[src/hdl/lfd_pkg.sv]
// ----------------------------------------------------------------------------
// lfd_pkg
// Types and constants shared by the line-following drive state machine.
// ----------------------------------------------------------------------------
package lfd_pkg;

    localparam int NOW_BITS = 32;
    localparam int SPD_BITS = 7;
    localparam int TMO_BITS = 16;
    localparam int CFG_DATA_BITS = 16;
    localparam int GATE_MS = 20;

    typedef logic [SPD_BITS-1:0]      spd_cfg_t;
    typedef logic [TMO_BITS-1:0]      tmo_cfg_t;
    typedef logic signed [8:0]        speed_t;
    typedef logic [2:0]               cfg_addr_t;
    typedef logic [CFG_DATA_BITS-1:0] cfg_data_t;
    typedef logic [NOW_BITS-1:0]      now_t;

    typedef enum logic [3:0] {
        ST_READY    = 4'd0,
        ST_STRAIGHT = 4'd1,
        ST_LSLIGHT  = 4'd2,
        ST_RSLIGHT  = 4'd3,
        ST_LMOD     = 4'd4,
        ST_RMOD     = 4'd5,
        ST_LSHARP   = 4'd6,
        ST_RSHARP   = 4'd7,
        ST_CROSS    = 4'd8,
        ST_LOST     = 4'd9,
        ST_RECOVER  = 4'd10,
        ST_ALLBLACK = 4'd11,
        ST_FINISH   = 4'd12
    } state_t;

    // register indexes
    localparam cfg_addr_t CFG_STRAIGHT_SPEED = 3'd0;
    localparam cfg_addr_t CFG_SLIGHT_SPEED   = 3'd1;
    localparam cfg_addr_t CFG_MODERATE_SPEED = 3'd2;
    localparam cfg_addr_t CFG_SHARP_SPEED    = 3'd3;
    localparam cfg_addr_t CFG_CROSS_SPEED    = 3'd4;
    localparam cfg_addr_t CFG_RECOVERY_SPEED = 3'd5;
    localparam cfg_addr_t CFG_RECOVERY_TMO   = 3'd6;
    localparam cfg_addr_t CFG_CROSS_TMO      = 3'd7;

    localparam spd_cfg_t RST_STRAIGHT_SPEED = 7'd50;
    localparam spd_cfg_t RST_SLIGHT_SPEED   = 7'd35;
    localparam spd_cfg_t RST_MODERATE_SPEED = 7'd25;
    localparam spd_cfg_t RST_SHARP_SPEED    = 7'd15;
    localparam spd_cfg_t RST_CROSS_SPEED    = 7'd45;
    localparam spd_cfg_t RST_RECOVERY_SPEED = 7'd40;
    localparam tmo_cfg_t RST_RECOVERY_TMO   = 16'd10000;
    localparam tmo_cfg_t RST_CROSS_TMO      = 16'd200;

    localparam spd_cfg_t DIFF_SLIGHT   = 7'd25;
    localparam spd_cfg_t DIFF_MODERATE = 7'd40;
    localparam spd_cfg_t DIFF_SHARP    = 7'd50;
    localparam spd_cfg_t DIFF_RECOVER  = 7'd20;

    // sensor pattern {left, center, right}
    localparam logic [2:0] PAT_NONE   = 3'b000;
    localparam logic [2:0] PAT_RIGHT  = 3'b001;
    localparam logic [2:0] PAT_CENTER = 3'b010;
    localparam logic [2:0] PAT_CR     = 3'b011;
    localparam logic [2:0] PAT_LEFT   = 3'b100;
    localparam logic [2:0] PAT_LR     = 3'b101;
    localparam logic [2:0] PAT_LC     = 3'b110;
    localparam logic [2:0] PAT_ALL    = 3'b111;

    localparam speed_t SPEED_ZERO = 9'sd0;

    function automatic speed_t spd_plus(spd_cfg_t base, spd_cfg_t diff);
        spd_plus = $signed({2'b00, base}) + $signed({2'b00, diff});
    endfunction

    function automatic speed_t spd_minus(spd_cfg_t base, spd_cfg_t diff);
        spd_minus = $signed({2'b00, base}) - $signed({2'b00, diff});
    endfunction

    function automatic speed_t spd_flat(spd_cfg_t base);
        spd_flat = $signed({2'b00, base});
    endfunction

endpackage

[src/hdl/line_follow_drive_fsm.sv]
// ----------------------------------------------------------------------------
// line_follow_drive_fsm
// Polls the line sensors on a 20 ms gate and steers two signed wheel targets.
// ----------------------------------------------------------------------------
//  channel | direction | handshake         | payload
//  s_      | in        | s_valid / s_ready | now_ms, line_l/c/r, auto, e-stop
//  m_      | out       | m_valid / m_ready | left/right wheel, state, no-line, acc
//  cfg_    | in        | cfg_we            | cfg_addr, cfg_wdata (16 bit)
//
//  One item per cycle sustained while the result is not stalled; an item passes
//  the input register, then the result register. The state update and the result
//  are formed combinationally between those registers.
//  Reset (aresetn low, synchronous) empties both registers and restores the
//  register defaults; no clearing pass.
//  A stalled result holds; s_ready stays high while the input register is empty or
//  can move forward into the result register.
// ----------------------------------------------------------------------------
module line_follow_drive_fsm #(
    parameter int TIME_BITS = 32
) (
    input  logic                aclk,
    input  logic                aresetn,

    input  logic                cfg_we,
    input  lfd_pkg::cfg_addr_t  cfg_addr,
    input  lfd_pkg::cfg_data_t  cfg_wdata,

    input  logic                s_valid,
    output logic                s_ready,
    input  lfd_pkg::now_t       s_now_ms,
    input  logic                s_line_left,
    input  logic                s_line_center,
    input  logic                s_line_right,
    input  logic                s_auto_mode,
    input  logic                s_emergency_stop,

    output logic                m_valid,
    input  logic                m_ready,
    output lfd_pkg::speed_t     m_left_wheel,
    output lfd_pkg::speed_t     m_right_wheel,
    output logic [3:0]          m_track_state,
    output logic                m_no_line,
    output logic                m_accepted
);
    import lfd_pkg::*;

    typedef logic [TIME_BITS-1:0] tstamp_t;

    // configuration
    spd_cfg_t straight_speed_reg, slight_speed_reg, moderate_speed_reg;
    spd_cfg_t sharp_speed_reg, cross_speed_reg, recovery_speed_reg;
    tmo_cfg_t recovery_tmo_reg, cross_tmo_reg;

    // input register
    logic       in_valid_reg;
    now_t       in_now_reg;
    logic [2:0] in_pat_reg;
    logic       in_auto_reg;
    logic       in_estop_reg;

    // tracking state
    state_t  state_reg, state_next;
    tstamp_t entry_reg, entry_next;
    tstamp_t cross_entry_reg, cross_entry_next;
    tstamp_t last_poll_reg, last_poll_next;
    logic    rtl_reg, rtl_next;
    speed_t  left_reg, left_next;
    speed_t  right_reg, right_next;
    logic    lost_reg, lost_next;

    // result register
    logic    out_valid_reg, out_valid_next;
    speed_t  out_left_reg, out_right_reg;
    state_t  out_state_reg;
    logic    out_lost_reg, out_acc_reg;

    logic    advance, gate, fire, drive;
    tstamp_t now_t_w, poll_el, cross_el, rec_el;
    logic    left_turn;

    assign advance = in_valid_reg && (!out_valid_reg || m_ready);
    assign s_ready = !in_valid_reg || advance;

    assign now_t_w  = TIME_BITS'(in_now_reg);
    assign poll_el  = now_t_w - last_poll_reg;
    assign cross_el = now_t_w - cross_entry_reg;
    assign rec_el   = now_t_w - entry_reg;
    assign gate     = poll_el >= TIME_BITS'(GATE_MS);
    assign fire     = advance && gate;
    assign drive    = in_auto_reg && !in_estop_reg;
    assign left_turn = (state_reg == ST_LSLIGHT) || (state_reg == ST_LMOD) ||
                       (state_reg == ST_LSHARP);

    always_ff @(posedge aclk) begin
        if (!aresetn) begin
            straight_speed_reg <= RST_STRAIGHT_SPEED;
            slight_speed_reg   <= RST_SLIGHT_SPEED;
            moderate_speed_reg <= RST_MODERATE_SPEED;
            sharp_speed_reg    <= RST_SHARP_SPEED;
            cross_speed_reg    <= RST_CROSS_SPEED;
            recovery_speed_reg <= RST_RECOVERY_SPEED;
            recovery_tmo_reg   <= RST_RECOVERY_TMO;
            cross_tmo_reg      <= RST_CROSS_TMO;
        end else if (cfg_we) begin
            unique case (cfg_addr)
                CFG_STRAIGHT_SPEED: straight_speed_reg <= cfg_wdata[SPD_BITS-1:0];
                CFG_SLIGHT_SPEED:   slight_speed_reg   <= cfg_wdata[SPD_BITS-1:0];
                CFG_MODERATE_SPEED: moderate_speed_reg <= cfg_wdata[SPD_BITS-1:0];
                CFG_SHARP_SPEED:    sharp_speed_reg    <= cfg_wdata[SPD_BITS-1:0];
                CFG_CROSS_SPEED:    cross_speed_reg    <= cfg_wdata[SPD_BITS-1:0];
                CFG_RECOVERY_SPEED: recovery_speed_reg <= cfg_wdata[SPD_BITS-1:0];
                CFG_RECOVERY_TMO:   recovery_tmo_reg   <= cfg_wdata[TMO_BITS-1:0];
                CFG_CROSS_TMO:      cross_tmo_reg      <= cfg_wdata[TMO_BITS-1:0];
                default: ;
            endcase
        end
    end

    // next state, entry times and recovery direction
    always_comb begin
        state_next       = state_reg;
        rtl_next         = rtl_reg;
        cross_entry_next = cross_entry_reg;
        last_poll_next   = last_poll_reg;
        lost_next        = lost_reg;
        if (fire) begin
            last_poll_next = now_t_w;
            if (!drive) begin
                state_next = ST_READY;
            end else begin
                lost_next = (in_pat_reg == PAT_NONE);
                unique case (state_reg) inside
                    ST_READY: begin
                        state_next = ST_STRAIGHT;
                    end
                    ST_STRAIGHT: begin
                        case (in_pat_reg)
                            PAT_LC:    state_next = ST_LSLIGHT;
                            PAT_CR:    state_next = ST_RSLIGHT;
                            PAT_LEFT:  state_next = ST_LMOD;
                            PAT_RIGHT: state_next = ST_RMOD;
                            PAT_NONE: begin
                                state_next = ST_LOST;
                                rtl_next   = 1'b0;
                            end
                            PAT_ALL: begin
                                state_next       = ST_CROSS;
                                cross_entry_next = now_t_w;
                            end
                            default: ;
                        endcase
                    end
                    ST_LSLIGHT, ST_RSLIGHT, ST_LMOD, ST_RMOD, ST_LSHARP, ST_RSHARP: begin
                        if (in_pat_reg == PAT_CENTER) begin
                            state_next = ST_STRAIGHT;
                        end else if (in_pat_reg == PAT_NONE) begin
                            state_next = ST_LOST;
                            rtl_next   = left_turn;
                        end else if (in_pat_reg == PAT_ALL) begin
                            state_next       = ST_CROSS;
                            cross_entry_next = now_t_w;
                        end else if (state_reg == ST_LSLIGHT && in_pat_reg == PAT_LEFT) begin
                            state_next = ST_LMOD;
                        end else if (state_reg == ST_LMOD && in_pat_reg == PAT_LC) begin
                            state_next = ST_LSLIGHT;
                        end else if (state_reg == ST_RSLIGHT && in_pat_reg == PAT_RIGHT) begin
                            state_next = ST_RMOD;
                        end else if (state_reg == ST_RMOD && in_pat_reg == PAT_CR) begin
                            state_next = ST_RSLIGHT;
                        end
                    end
                    ST_CROSS: begin
                        if (in_pat_reg != PAT_ALL &&
                            (cross_el > TIME_BITS'(cross_tmo_reg) || in_pat_reg != PAT_NONE))
                            state_next = ST_STRAIGHT;
                    end
                    ST_LOST: begin
                        state_next = ST_RECOVER;
                    end
                    ST_RECOVER: begin
                        if (in_pat_reg != PAT_NONE) state_next = ST_STRAIGHT;
                    end
                    ST_ALLBLACK: begin
                        if (in_pat_reg != PAT_ALL) state_next = ST_STRAIGHT;
                    end
                    ST_FINISH: ;
                    default: ;
                endcase
            end
        end
        entry_next = (state_next != state_reg) ? now_t_w : entry_reg;
    end

    // wheel targets
    always_comb begin
        left_next  = left_reg;
        right_next = right_reg;
        if (fire) begin
            if (!drive) begin
                if (state_reg != ST_READY) begin
                    left_next  = SPEED_ZERO;
                    right_next = SPEED_ZERO;
                end
            end else begin
                unique case (state_reg)
                    ST_STRAIGHT: begin
                        // center-only and left+right patterns keep driving straight
                        if (in_pat_reg == PAT_CENTER || in_pat_reg == PAT_LR) begin
                            left_next  = spd_flat(straight_speed_reg);
                            right_next = spd_flat(straight_speed_reg);
                        end
                    end
                    ST_LSLIGHT: begin
                        left_next  = spd_minus(slight_speed_reg, DIFF_SLIGHT);
                        right_next = spd_plus(slight_speed_reg, DIFF_SLIGHT);
                    end
                    ST_RSLIGHT: begin
                        left_next  = spd_plus(slight_speed_reg, DIFF_SLIGHT);
                        right_next = spd_minus(slight_speed_reg, DIFF_SLIGHT);
                    end
                    ST_LMOD: begin
                        left_next  = spd_minus(moderate_speed_reg, DIFF_MODERATE);
                        right_next = spd_plus(moderate_speed_reg, DIFF_MODERATE);
                    end
                    ST_RMOD: begin
                        left_next  = spd_plus(moderate_speed_reg, DIFF_MODERATE);
                        right_next = spd_minus(moderate_speed_reg, DIFF_MODERATE);
                    end
                    ST_LSHARP: begin
                        left_next  = spd_minus(sharp_speed_reg, DIFF_SHARP);
                        right_next = spd_plus(sharp_speed_reg, DIFF_SHARP);
                    end
                    ST_RSHARP: begin
                        left_next  = spd_plus(sharp_speed_reg, DIFF_SHARP);
                        right_next = spd_minus(sharp_speed_reg, DIFF_SHARP);
                    end
                    ST_CROSS: begin
                        left_next  = spd_flat(cross_speed_reg);
                        right_next = spd_flat(cross_speed_reg);
                    end
                    ST_RECOVER: begin
                        if (in_pat_reg == PAT_NONE && rec_el > TIME_BITS'(recovery_tmo_reg)) begin
                            left_next  = SPEED_ZERO;
                            right_next = SPEED_ZERO;
                        end else if (rtl_reg) begin
                            left_next  = spd_minus(recovery_speed_reg, DIFF_RECOVER);
                            right_next = spd_plus(recovery_speed_reg, DIFF_RECOVER);
                        end else begin
                            left_next  = spd_plus(recovery_speed_reg, DIFF_RECOVER);
                            right_next = spd_minus(recovery_speed_reg, DIFF_RECOVER);
                        end
                    end
                    ST_ALLBLACK: begin
                        left_next  = spd_flat(straight_speed_reg);
                        right_next = spd_flat(straight_speed_reg);
                    end
                    ST_FINISH: begin
                        left_next  = SPEED_ZERO;
                        right_next = SPEED_ZERO;
                    end
                    default: ;
                endcase
            end
        end
    end

    always_comb begin
        if (advance)      out_valid_next = 1'b1;
        else if (m_ready) out_valid_next = 1'b0;
        else              out_valid_next = out_valid_reg;
    end

    always_ff @(posedge aclk) begin
        if (!aresetn) begin
            in_valid_reg    <= 1'b0;
            out_valid_reg   <= 1'b0;
            state_reg       <= ST_READY;
            entry_reg       <= '0;
            cross_entry_reg <= '0;
            last_poll_reg   <= '0;
            rtl_reg         <= 1'b0;
            left_reg        <= SPEED_ZERO;
            right_reg       <= SPEED_ZERO;
            lost_reg        <= 1'b0;
        end else begin
            if (s_ready) in_valid_reg <= s_valid;
            out_valid_reg   <= out_valid_next;
            state_reg       <= state_next;
            entry_reg       <= entry_next;
            cross_entry_reg <= cross_entry_next;
            last_poll_reg   <= last_poll_next;
            rtl_reg         <= rtl_next;
            left_reg        <= left_next;
            right_reg       <= right_next;
            lost_reg        <= lost_next;
        end
    end

    always_ff @(posedge aclk) begin
        if (s_valid && s_ready) begin
            in_now_reg   <= s_now_ms;
            in_pat_reg   <= {s_line_left, s_line_center, s_line_right};
            in_auto_reg  <= s_auto_mode;
            in_estop_reg <= s_emergency_stop;
        end
        if (advance) begin
            out_left_reg  <= left_next;
            out_right_reg <= right_next;
            out_state_reg <= state_next;
            out_lost_reg  <= lost_next;
            out_acc_reg   <= gate;
        end
    end

    assign m_valid       = out_valid_reg;
    assign m_left_wheel  = out_left_reg;
    assign m_right_wheel = out_right_reg;
    assign m_track_state = out_state_reg;
    assign m_no_line     = out_lost_reg;
    assign m_accepted    = out_acc_reg;

endmodule

[config.mk]
export PLATFORM = sky130hd
export DESIGN_NAME = line_follow_drive_fsm
export DESIGN_NICKNAME = d
export VERILOG_FILES = /design/src/hdl/lfd_pkg.sv /design/src/hdl/line_follow_drive_fsm.sv
export SDC_FILE = /design/constraint.sdc
export NUM_CORES = 1
export LEC_CHECK = 0
export BUFFER_PORTS_ARGS = -buffer_cell sky130_fd_sc_hd__buf_4
export CAP_MARGIN = 0
export CORE_AREA = 3 3 222 224
export CTS_CLUSTER_SIZE = 14
export DETAILED_ROUTE_END_ITERATION = 6
export DIE_AREA = 0 0 225 227
export SLEW_MARGIN = 20
export SYNTH_ARGS = -nofsm -noshare
export SYNTH_HDL_FRONTEND = slang
export SYNTH_SLANG_ARGS = --single-unit
[constraint.sdc]
create_clock -name aclk -period 9.85 [get_ports aclk]
set_clock_uncertainty 0.05 [all_clocks]
set_input_delay 0.4925 -clock aclk [delete_from_list [all_inputs] [get_ports aclk]]
set_output_delay 0.4925 -clock aclk [all_outputs]
set_load 0.1 [all_outputs]
; Word level (Yosys, flattened, before mapping)
; Index checks and enable logic that the tools add are counted.
; W data, S select, Z words.
[classes]
addsub = 11
magnitude_cmp = 3
n_eq_ne = 32
mux = 40
n_reduce_logical = 37
[ops]
columns = cell, count
row1 = $pmux W9 S11, 2
row2 = $mux W9, 12
row3 = $mux W32, 3
row4 = $sub A32 B32 Y32, 3
row5 = $gt A32 B16 Y1, 2
row6 = $pmux W32 S2, 1
row7 = $mux W4, 12
row8 = $ge A32 B5 Y1 const B, 1
row9 = $pmux W4 S7, 1
row10 = $eq A3 B3 Y1 const B, 8
row11 = $pmux W4 S6, 1
row12 = $eq A4 B4 Y1 const B, 5
row13 = $add A7 B5 Y8 const B, 2
row14 = $add A7 B6 Y8 const B, 2
row15 = $eq A4 B3 Y1 const B, 4
row16 = $reduce_and A2 Y1, 8
row17 = $sub A7 B5 Y8 const B, 2
row18 = $sub A7 B6 Y8 const B, 2
row19 = $eq A3 B2 Y1 const B, 4
row20 = $logic_and A1 B1 Y1, 10
row21 = $eq A4 B2 Y1 const B, 2
row22 = $mux W1, 7
row23 = $eq A3 B1 Y1 const B, 2
row24 = $logic_not A3 Y1, 2
row25 = other kinds (15), 25
[word_totals]
register_bits = 257
wordCells = 150

; Logic depth before layout (Yosys ltp)
[logic_depth]
ltp_word = 13
depth_mapped = 24

; Least setup slack after synthesis
; Ideal clock, no wire load.
[synth_path]
path_kind = register to register
startpoint = reg in_now_reg[0]
endpoint = reg out_state_reg[0] (netlist: m_track_state[0]), data pin
arrival_time_ns = 4.232
required_ns = 9.540
path_slack_ns = 5.308
stages_incl_launch_ff = 22
n_path_buf = 0
period_less_slack_ns = 4.542
cell_sequence = edfxtp_1 > inv_1 > ha_1 > fa_1 > nand2b_1 > a21oi_1 > o21ai_0 > and2_1 > xnor2_1 > ha_1 > a21oi_1 > nand2_1 > a221o_1 > nor3_1 > o2111ai_1 > a2111oi_0 > o2111ai_1 > a2111oi_0 > nand4_1 > nand2_1 > a21oi_1 > mux2_2
[synth_via]
elab_chain_len = 8
[synth_rtl]
columns = item, line
row1 = start: declaration, line_follow_drive_fsm.sv:56  ; now_t in_now_reg;
row2 = start signal: assignment, line_follow_drive_fsm.sv:301  ; in_now_reg <= s_now_ms;
row3 = $sub A32 B32 Y32, line_follow_drive_fsm.sv:86  ; assign cross_el = now_t_w - cross_entry_reg;
row4 = $gt A32 B16 Y1, line_follow_drive_fsm.sv:174  ; (cross_el > TIME_BITS'(cross_tmo_reg) || in_pat_reg != PAT_NONE))
row5 = $logic_or A1 B1 Y1, line_follow_drive_fsm.sv:174
row6 = $logic_and A1 B1 Y1, line_follow_drive_fsm.sv:173  ; if (in_pat_reg != PAT_ALL &&
row7 = $mux W4, line_follow_drive_fsm.sv:173
row8 = $pmux W4 S7, line_follow_drive_fsm.sv:132  ; unique case (state_reg) inside
row9 = $mux W4, line_follow_drive_fsm.sv:128  ; if (!drive) begin
row10 = $mux W4 (*), line_follow_drive_fsm.sv:126  ; if (fire) begin
row11 = named net state_next[0], line_follow_drive_fsm.sv:62  ; state_t state_reg, state_next;
row12 = end signal: assignment, line_follow_drive_fsm.sv:309  ; out_state_reg <= state_next;
row13 = end: declaration, line_follow_drive_fsm.sv:74  ; state_t out_state_reg;
; The timed path passes the listed nets; every way through them passes the cells marked *.
; A chain may end at the register's enable or synchronous reset.

; Worst setup path after layout
[layout_path]
startpoint = reg in_now_reg[1]
endpoint = reg entry_reg[28]
[layout_via]
elab_chain_len = 9
[layout_rtl]
columns = item, line
row1 = $sub A32 B32 Y32, line_follow_drive_fsm.sv:86
row2 = $gt A32 B16 Y1, line_follow_drive_fsm.sv:174
row3 = $logic_or A1 B1 Y1, line_follow_drive_fsm.sv:174
row4 = $logic_and A1 B1 Y1, line_follow_drive_fsm.sv:173
row5 = $mux W4, line_follow_drive_fsm.sv:173
row6 = $pmux W4 S7, line_follow_drive_fsm.sv:132
row7 = $mux W4, line_follow_drive_fsm.sv:128
row8 = $mux W4 (*), line_follow_drive_fsm.sv:126
row9 = $ne A4 B4 Y1 (*), line_follow_drive_fsm.sv:191  ; entry_next = (state_next != state_reg) ? now_t_w : entry_reg;
row10 = end signal: assignment, line_follow_drive_fsm.sv:289  ; entry_reg <= entry_next;
row11 = end: declaration, line_follow_drive_fsm.sv:63  ; tstamp_t entry_reg, entry_next;
; Every way passes the cells marked *; elsewhere a longest branch is shown, timed or not.

==> qor.csv <==
metric;value;unit
rsz0062_at_grt;no;
critPathTopFamily;compound AO/OA/AOI/OAI gates;
cp.arrival;6.98;ns
cp_cell_sequence;inv_1 -> fa_1 -> nand2b_1 -> a21oi_1 -> o21bai_1 -> a21oi_1 -> nand2b_1 -> xor2_1 -> ha_1 -> nand4_1 -> nor2_1 -> a221o_1 -> nor3_1 -> o2111ai_1 -> a2111oi_0 -> o2111ai_1 -> a2111oi_0 -> nand4_1 -> nand3b_1 -> a21oi_4 -> buf_4 -> mux2i_1;
row_count;80;
period_share;0.6746;
diodes;0;
fin_tns_setup;0;ns
wl;60360;um
holdWs;0.07187;ns
r2r_start;in_now_reg[1];
synth-simple-area-share;0.2145;
crit_path_start;in_now_reg[1];
ys.flop_type;dfxtp_1;
synthXorXnorAreaFrac;0.03572;
grt_overflow;0;
worst_pin_slew;0.9906;ns
synthTopCellsByArea;dfxtp_1 (21%), edfxtp_1 (9.7%), ha_1 (8.8%);
critical_path.max_stage_delay;0.56;ns
cts_resized;0;
hold_violations;0;
die-area;0.05108;mm2
synth_nets;2598;
antenna_found_initial;0;
ios;87;
postSynthAreaPerCell;7.864;um2
synthArstFlopShare;0;
synthCells;2401;
coreArea;0.04755;mm2
hold_buffers;0;
finalSetupViolations;0;
io_buffers;86;
yosys-top-cells-count;nand2_1 (385), dfxtp_1 (196), a21oi_1 (186);
cp-end-kind;flip-flop;
cts_num_sinks;257;
ir_worst_vdd;0.1163;mV
power_density;146.4;mW/mm2
area.growth.synth_to_final;11.69;%
grt_pass1_wl;93910;um
synth_enable_flop_cells;61;
required;10.18;ns
outcome;complete, no violations;
via_per_inst;5.779;
period_needed;6.645;ns
hpwlAfterDp;45520;um
routabilityCongestion;0.9126;
cts_tree;done;
ys_warn_count;0;
yosysUniqueCellTypes;89;
cts_root_buf;clkbuf_16;
ant_nets;0;
cpMaxStageDelayCell;a2111oi_0;
maxCapViolCount;0;
path_class;flip-flop to flip-flop;
ys_seq_area_frac;0.3048;
synthAdderAreaFrac;0.09131;
slew_viol_final;0;
cts_setup_buffers;0;
cts.path.max_buffers;3;
syn_area;0.01888;mm2
cts_buffers;34;
synth_area_leader_cell;dfxtp_1;
first_global_vias;17050;
muxShareOfSynthArea;0.04586;
h-tree-depth;2;
wire_per_inst;19.72;um
grt_max_degree;121;
slew-limit-headroom;0.3396;
drtIter0Drc;1350;
worstPathBufferInverterCount;2;
fmax;150.5;MHz
drcViolationCount;0;
drive_gt1_frac;0.08344;
synth_most_common_cell;nand2_1;
clock_latency;0.56;ns
p_leak;8.039;nW
die_h;227;um
start_util;0.3971;
cp_max_fo;32;
vias;17680;
worstHoldPathType;primary input to flip-flop;
die_x;225;um
fin_nets;2618;
clk_pin_slew;0.06;ns
synth_compound_area_frac;0.2466;
hp-start;s_line_center;
grt_usage;0.2316;
synth_top_family_by_area;compound AO/OA/AOI/OAI gates;
first_pass_iters;7;
synth.top_cell.area_share;0.2078;
ys_ff_latch;257;
critPathLaunchType;flip-flop;
==> power breakdown <==
| group | switching (mW) | internal, mW | total [mW] |
|---|---|---|---|
| clock network | 0.503 | 0.775 | 1.28 |
| logic | 0.411 | 0.244 | 0.656 |
| registers | 0.0386 | 1.12 | 1.15 |
==> per-stage QoR <==
stage / power [mW] / std cells / worst slack, ns / utilization / area, um2
final: 3.088 / 3060 / 3.205 / 0.4436 / 21090
after global routing: 3.232 / 3060 / 2.685 / 0.4436 / 21090
after CTS: 3.116 / 3059 / 3.408 / 0.4429 / 21060
after detailed placement: 1.822 / 2999 / 3.415 / 0.4188 / 19910
after global placement: 1.814 / 2999 / 3.464 / 0.4188 / 19910
after floorplan: 1.638 / 2401 / 5.308 / - / 18880
==> final cells by class <==
cell class / count / area (um2)
inverters: 165 / 619.3
flip-flops and latches: 257 / 5756
clock inverters: 18 / 185.2
fillers: 4773 / 26460
clock buffers: 42 / 962.2
well taps: 615 / 769.5
repair buffers: 105 / 808.3
multi-input cells: 1858 / 11990
==> layer usage <==
metal | global-route usage | wire length, um
met1 | 0.2845 | 25590
met2 | 0.3958 | 28580
met3 | 0.03662 | 3153
met4 | 0.1177 | 3032
met5 | 0 | 0
==> cells in the final DEF, fill, tap and decap left out, types with 9 or more instances in the layout <==
master and n:
o2111ai_1 12, mux2i_1 82, a221oi_1 9, xor2_1 30, inv_1 164, a22oi_1 12
o211ai_1 36, o221ai_1 9, o21a_1 30, o21ai_0 102, ha_1 133, and4_1 12
or3_1 15, and2_1 18, a31oi_1 25, nor2_1 156, o31ai_1 12, clkbuf_16 35
nor3_1 29, nor4_1 9, a21oi_1 186, o21bai_1 10, a21o_1 33, edfxtp_1 61
dfxtp_1 196, nand3_1 71, a21boi_0 69, nand4_1 32, a31o_2 10, and3_1 16
buf_4 102, nand2_1 385, nand2b_1 30, a211oi_1 25, xnor2_1 47, o22ai_1 19
nor2b_1 72
==> logic make-up after synthesis <==
group                      Yosys count
and+or+nand+nor                    872
AOI/OAI and AO/OA                  687
buffers and inverters              286
DFF                                257
adders and majority gates          136
muxes                               86
xor gates and xnor gates            77
==> final timing paths <==
| kind | to | slack, ns | depth (start not counted) |
|---|---|---|---|
| max | entry_reg[28] | 3.20 | 22 |
| max reg2reg | entry_reg[28] | 3.20 | 22 |
| min reg2reg | entry_reg[17] | 0.41 | 2 |
| min | in_pat_reg[1] | 0.07 | 1 |
Note: power is estimated with default switching activity, not from simulation.
